===== config.mk =====
export PLATFORM = sky130hd
export DESIGN_NAME = stde_ctrl
export DESIGN_NICKNAME = d
export VERILOG_FILES = /design/src/rtl/core/assert_macros.svh /design/src/rtl/core/stde_pkg.sv /design/src/rtl/core/stde_ctrl.sv
export SDC_FILE = /design/constraint.sdc
export NUM_CORES = 1
export LEC_CHECK = 0
export ABC_AREA = 1
export BUFFER_PORTS_ARGS = -buffer_cell sky130_fd_sc_hd__buf_2
export CAP_MARGIN = 20
export CORE_MARGIN = 2
export CORE_UTILIZATION = 30
export CTS_CLUSTER_DIAMETER = 30
export DETAILED_ROUTE_END_ITERATION = 8
export PLACE_DENSITY_LB_ADDON = 0.15
export SYNTH_ARGS = -nofsm -noshare
export SYNTH_HDL_FRONTEND = slang
export SYNTH_SLANG_ARGS = --single-unit

===== constraint.sdc =====
create_clock -name i_clk -period 2.3 [get_ports i_clk]
set_input_delay 0.46 -clock i_clk [delete_from_list [all_inputs] [get_ports i_clk]]
set_output_delay 0.46 -clock i_clk [all_outputs]
set_load 0.1 [all_outputs]

===== src/rtl/core/assert_macros.svh =====
// ----------------------------------------------------------------------------
// assert_macros.svh
// shared concurrent assertion macros, sampled on a clock, disabled while reset is low
// ----------------------------------------------------------------------------
`ifndef ASSERT_MACROS_SVH
`define ASSERT_MACROS_SVH

// antecedent implies consequent in the same cycle
`define STDE_ASSERT_IMPL(name, clk, rst_n, ante, cons, msg) \
    name: assert property (@(posedge clk) disable iff (!rst_n) (ante) |-> (cons)) \
        else $error(msg);

// expression must never hold
`define STDE_ASSERT_NEVER(name, clk, rst_n, expr, msg) \
    name: assert property (@(posedge clk) disable iff (!rst_n) !(expr)) \
        else $error(msg);

`endif


===== src/rtl/core/stde_pkg.sv =====
// ----------------------------------------------------------------------------
// stde_pkg
// constants, tables and types shared by the strobe tuner display engine
// ----------------------------------------------------------------------------
package stde_pkg;

    // display and tuning geometry
    localparam int STRINGS     = 6;
    localparam int COLUMNS     = 128;
    localparam int ROWS        = 64;
    localparam int SAMPLE_RATE = 96000;
    localparam int VSPACE      = ROWS / STRINGS;

    // field widths
    localparam int SAMPLE_W   = 24;
    localparam int PHASE_W    = 32;
    localparam int SMOOTH_W   = 16;
    localparam int CFG_DATA_W = 32;
    localparam int CFG_IDX_W  = 2;
    localparam int IDX_OUT_W  = 3;
    localparam int COL_OUT_W  = 7;
    localparam int ROW_OUT_W  = 6;

    // derived widths
    localparam int COL_W       = $clog2(COLUMNS);
    localparam int ROW_W       = $clog2(ROWS);
    localparam int J_W         = (STRINGS > 1) ? $clog2(STRINGS) : 1;
    localparam int STORE_DEPTH = STRINGS * COLUMNS;
    localparam int ADDR_W      = $clog2(STORE_DEPTH);
    localparam int PROD_W      = SMOOTH_W + SAMPLE_W + 2;
    localparam int T_W         = 48;
    localparam int Y_SHIFT     = 23;
    localparam int Y_W         = T_W - Y_SHIFT;
    localparam int DIV_CNT_W   = $clog2(PHASE_W);
    localparam int DIV_REM_W   = J_W + 2;

    // draw thresholds and pixel gain
    localparam int EPS_Q     = 8388;
    localparam int OVER_GAIN = 12;
    localparam logic signed [SAMPLE_W-1:0] EPS_V     = SAMPLE_W'(EPS_Q);
    localparam logic signed [SAMPLE_W-1:0] NEG_EPS_V = -SAMPLE_W'(EPS_Q);
    localparam logic signed [T_W-1:0]      PIX_GAIN  = T_W'(OVER_GAIN * VSPACE);
    localparam logic [PROD_W-1:0]          BLEND_RND = PROD_W'(1 << (SMOOTH_W - 1));

    // built-in string notes, q16.16 hz, and their phase steps per sample
    localparam int NOTES  = 6;
    localparam int NOTE_W = $clog2(NOTES);
    localparam logic [63:0] NOTE_HZ_Q16 [NOTES] = '{
        64'd1350154, 64'd1802240, 64'd2405702,
        64'd3211227, 64'd4045892, 64'd5400618
    };
    localparam logic [PHASE_W-1:0] NOTE_INC [NOTES] = '{
        PHASE_W'(((NOTE_HZ_Q16[0] << 16) + SAMPLE_RATE / 2) / SAMPLE_RATE),
        PHASE_W'(((NOTE_HZ_Q16[1] << 16) + SAMPLE_RATE / 2) / SAMPLE_RATE),
        PHASE_W'(((NOTE_HZ_Q16[2] << 16) + SAMPLE_RATE / 2) / SAMPLE_RATE),
        PHASE_W'(((NOTE_HZ_Q16[3] << 16) + SAMPLE_RATE / 2) / SAMPLE_RATE),
        PHASE_W'(((NOTE_HZ_Q16[4] << 16) + SAMPLE_RATE / 2) / SAMPLE_RATE),
        PHASE_W'(((NOTE_HZ_Q16[5] << 16) + SAMPLE_RATE / 2) / SAMPLE_RATE)
    };

    // command kinds
    localparam logic KIND_LINE  = 1'b0;
    localparam logic KIND_PIXEL = 1'b1;

    // configuration register map
    typedef enum logic [CFG_IDX_W-1:0] {
        REG_REF_INC  = 2'd0,
        REG_SMOOTH   = 2'd1,
        REG_BARS     = 2'd2,
        REG_REF_MODE = 2'd3
    } t_cfg_reg;

    // sequencer states
    typedef enum logic [3:0] {
        S_CLEAR,
        S_IDLE,
        S_DIV,
        S_DIV_STORE,
        S_RD,
        S_MUL,
        S_BLEND,
        S_PIX,
        S_LINE,
        S_PIXOUT,
        S_ADV,
        S_FLUSH
    } t_state;

    // one draw command
    typedef struct packed {
        logic                 kind;
        logic [IDX_OUT_W-1:0] string_index;
        logic [COL_OUT_W-1:0] column;
        logic [ROW_OUT_W-1:0] row_top;
        logic [ROW_OUT_W-1:0] row_bottom;
        logic                 lit;
    } t_draw_cmd;

    // controller to datapath commands
    typedef struct packed {
        logic cfg_ready;
        logic sample_stall;
        logic clr_step;
        logic take_sample;
        logic rd;
        logic mul;
        logic blend;
        logic pix;
        logic push_line;
        logic push_pix;
        logic adv;
        logic flush;
        logic div_start;
        logic div_step;
        logic div_store;
    } t_ctl;

    // datapath to controller status
    typedef struct packed {
        logic clr_done;
        logic div_req;
        logic div_last_bit;
        logic j_last;
        logic line_need;
        logic pix_need;
        logic pend_vld;
        logic out_free;
    } t_sts;

endpackage


===== src/rtl/core/stde_ctrl.sv =====
// ----------------------------------------------------------------------------
// stde_ctrl
// sequencer: store clearing, reference step division and per-string steps
// ----------------------------------------------------------------------------
module stde_ctrl (
    input  logic            i_clk,
    input  logic            i_rst_n,
    input  logic            i_sample_valid,
    input  logic            i_cfg_valid,
    input  stde_pkg::t_sts  i_sts,
    output stde_pkg::t_ctl  o_ctl
);

    stde_pkg::t_state r_state;
    stde_pkg::t_state n_state;
    logic             push_ok;

    // state register
    always_ff @(posedge i_clk) begin
        if (!i_rst_n) begin
            r_state <= stde_pkg::S_CLEAR;
        end else begin
            r_state <= n_state;
        end
    end

    // a new command may enter the holding slot
    assign push_ok = !i_sts.pend_vld || i_sts.out_free;

    // next state and commands
    always_comb begin
        n_state            = r_state;
        o_ctl              = '0;
        o_ctl.sample_stall = 1'b1;
        case (r_state)
            stde_pkg::S_CLEAR: begin
                o_ctl.cfg_ready = 1'b1;
                o_ctl.clr_step  = 1'b1;
                if (i_sts.clr_done) begin
                    n_state = stde_pkg::S_IDLE;
                end
            end
            stde_pkg::S_IDLE: begin
                o_ctl.cfg_ready    = !i_sts.div_req;
                o_ctl.sample_stall = i_sts.div_req || i_cfg_valid;
                if (i_sts.div_req) begin
                    o_ctl.div_start = 1'b1;
                    n_state         = stde_pkg::S_DIV;
                end else if (i_sample_valid && !i_cfg_valid) begin
                    o_ctl.take_sample = 1'b1;
                    n_state           = stde_pkg::S_RD;
                end
            end
            stde_pkg::S_DIV: begin
                o_ctl.div_step = 1'b1;
                if (i_sts.div_last_bit) begin
                    n_state = stde_pkg::S_DIV_STORE;
                end
            end
            stde_pkg::S_DIV_STORE: begin
                o_ctl.div_store = 1'b1;
                n_state = i_sts.j_last ? stde_pkg::S_IDLE : stde_pkg::S_DIV;
            end
            stde_pkg::S_RD: begin
                o_ctl.rd = 1'b1;
                n_state  = stde_pkg::S_MUL;
            end
            stde_pkg::S_MUL: begin
                o_ctl.mul = 1'b1;
                n_state   = stde_pkg::S_BLEND;
            end
            stde_pkg::S_BLEND: begin
                o_ctl.blend = 1'b1;
                n_state     = stde_pkg::S_PIX;
            end
            stde_pkg::S_PIX: begin
                o_ctl.pix = 1'b1;
                n_state   = stde_pkg::S_LINE;
            end
            stde_pkg::S_LINE: begin
                if (!i_sts.line_need) begin
                    n_state = stde_pkg::S_PIXOUT;
                end else if (push_ok) begin
                    o_ctl.push_line = 1'b1;
                    n_state         = stde_pkg::S_PIXOUT;
                end
            end
            stde_pkg::S_PIXOUT: begin
                if (!i_sts.pix_need) begin
                    n_state = stde_pkg::S_ADV;
                end else if (push_ok) begin
                    o_ctl.push_pix = 1'b1;
                    n_state        = stde_pkg::S_ADV;
                end
            end
            stde_pkg::S_ADV: begin
                o_ctl.adv = 1'b1;
                n_state = i_sts.j_last ? stde_pkg::S_FLUSH : stde_pkg::S_RD;
            end
            stde_pkg::S_FLUSH: begin
                if (!i_sts.pend_vld) begin
                    n_state = stde_pkg::S_IDLE;
                end else if (i_sts.out_free) begin
                    o_ctl.flush = 1'b1;
                    n_state     = stde_pkg::S_IDLE;
                end
            end
            default: begin
                n_state = stde_pkg::S_IDLE;
            end
        endcase
    end

endmodule


==> run_results.csv <==
group,metric,value,unit
status,status,"completed",
final_layout,nets,141,
critical_path,crit_type,"flip-flop to primary output",
critical_path,r2r-start,"r_state[1]",
global_route,antenna_found_initial,0,
final_layout,layout-drive-gt1-share,0.370,
floorplan,pin_count,27,
floorplan,start_util,0.326,
drt,first_iter_violations,22,
drt,routedWlPerCell,9.71,um
sta,period_share,0.899,
synthesis,synth_cells,98,
drt,wirelength,1.39,mm
synthesis,ys_seq_elements,4,
drt,final_antenna_net_count,0,
synthesis,yosys_warnings,0,
clocking,clk_pin_slew,0.04,ns
power_and_ir_drop,max-vdd-ir-drop,0.000677,V
min_path,min_from,"i_rst_n",
sta,final.setup_skew,0.00123,ns
sta,slew_violations,0,
critical_path,r2r_cells,10,
critical_path,worstPathMaxFanout,6,
critical_path,crit_required,1.84,ns
synthesis,synth_nets,110,
placement,place_congestion,0.871,
synthesis,syn_area,497,um^2
global_route,grt_overflow_total,0,
clocking,cts-htree-levels,1,
placement,dp_hpwl,1.19,mm
min_path,hold-path-cell-count,3,
critical_path,cp-start-kind,"flip-flop",
critical_path,crit_path_start,"r_state[1]",
drt,vias,657,
synthesis,syn_area_per_cell,5.07,um^2
drt,drc_errors,0,
drt,firstDrtPassIters,4,
final_layout,antenna_cells,0,
clocking,cts_buffer_depth,2,
power_and_ir_drop,p_total,0.00114,W
drt,avgViaCountPerCell,4.59,
global_route,grt_pass1_vias,581,
global_route,grt_use_total,0.155,
global_route,grt_max_degree,7,
synthesis,ys_seq_area_frac,0.161,
sta,fin_crit,2.07,ns
power_and_ir_drop,p_per_area,1620,nW/um^2
critical_path,crit_arrival,1.61,ns
final_layout,top_regs,"r_state x4",
critical_path,end_kind,"primary output",
clocking,insertion_delay,0.23,ns
clocking,clock_sinks,4,
floorplan,core.rowCount,14,
floorplan,die_y,44.7,um
power_and_ir_drop,p_leak,0.432,nW
global_route,grt_pass1_wl,2.31,mm
final_layout,area.growth.synth_to_final,41.6,%
clocking,cts_tree,"yes",
sta,rsz0062_at_grt,"false",
clocking,cts_resized,0,
sta,max_slew_margin,0.679,
sta,setup_viol,0,
placement,numPlacedInstances,140,
run,maxCapViolCount,0,
final_layout,top_register,"r_state",
sta,fmax,484,MHz
sta,finalHoldViolations,0,
min_path,hp-class,"input port to flip-flop",
placement,port-buffer-count,26,
clocking,cts_buffers,3,
synthesis,synth_cell_type_count,17,
floorplan,core-area,1520,um^2
floorplan,die-area,2000,um^2
sta,worst_pin_slew,0.485,ns
final_layout,layout.cells.non_filler,143,
clocking,cts_root_buf,"clkbuf_4",
clocking,postCtsSetupBuffers,0,
final_layout,largest_reg_flops,4,
floorplan,die_w,44.7,um
clocking,holdBufCountCts,0,
-- report_power, final --
group          internal, W  switching (W)
sequential       0.0000964      0.0000381
combinational     0.000181       0.000743
clock            0.0000582      0.0000260
total             0.000335       0.000807
-- stage by stage --
stage	setup slack, ns	cell area (um^2)	util	hold WS [ns]	setup TNS, ns
final	0.233	703	0.461	0.473	0
after global placement	0.529	681	0.447	0.625	0
after global routing	0.0604	703	0.461	0.465	0
after CTS	0.246	703	0.461	0.464	0
after detailed placement	0.501	681	0.447	0.633	0
after floorplan	-0.0672	531	-	0.580	-0.0981
-- layer usage --
| layer | vias up | wire, um | GRT usage |
|---|---|---|---|
| met5 | - | 0 | 0 |
| met4 | 0 | 0 | 0.0727 |
| met3 | 0 | 32 | 0.0120 |
| met2 | 9 | 668 | 0.243 |
| met1 | 292 | 688 | 0.214 |
| li1 | 356 | - | - |
-- cell usage in the layout (no fill, tap or decap) --
master	Yosys	final
inv_2	1	1
nand3b_1	3	3
nor2_2	3	9
o211ai_1	1	1
nor3_1	7	5
nand2_2	2	2
inv_1	17	17
a21oi_1	1	1
buf_2	0	26
nand2_1	29	29
o21ai_1	2	2
clkbuf_4	0	3
nor2_4	1	1
nor3b_2	0	1
dfxtp_1	4	4
nor2_1	21	15
o21ai_2	0	1
o21ai_0	3	2
nor3_2	0	2
nand2_4	1	1
nand3_1	1	1
-- cells in the mapped netlist (all sizes together) --
cell | instances | area (um^2)
a21oi | 1 | 5.00
dfxtp | 4 | 80.1
inv | 18 | 67.6
nand2 | 32 | 133
o211ai | 1 | 7.51
nor3 | 7 | 35.0
nand3 | 1 | 5.00
nor3b | 1 | 7.51
nand3b | 3 | 22.5
nor2 | 25 | 109
o21ai | 5 | 25.0
-- kinds of logic (layout without fill, tap and decap cells) --
logic type             count (synthesis)  in the layout  synth area share
AND/OR/NAND/NOR                       69             69             0.627
AO/OA/AOI/OAI                          7              7            0.0756
flip-flops                             4              4             0.161
buffers and inverters                 18             47             0.136
-- final cells by class --
class	instances	area [um^2]
Fill cell	169	821
Multi-Input combinational cell	76	383
Timing Repair Buffer	26	130
Sequential cell	4	80.1
Inverter	18	67.6
Clock buffer	3	22.5
Tap cell	16	20.0
-- worst max-delay path: stages, from the launching register on --
cell     delay (ns)
dfxtp_1        0.35
inv_1          0.15
nand2_1        0.10
nor2_1         0.17
nand2_1        0.10
nor2_2         0.08
buf_2          0.42
-- final timing paths --
check | to | slack (ns)
worst max register to register | r_state[1] | 0.93
worst min register to register | r_state[0] | 0.65
worst max-delay path | o_ctl[6] | 0.23
worst min-delay path | r_state[0] | 0.47
Note: power is estimated with default switching activity, not from simulation.
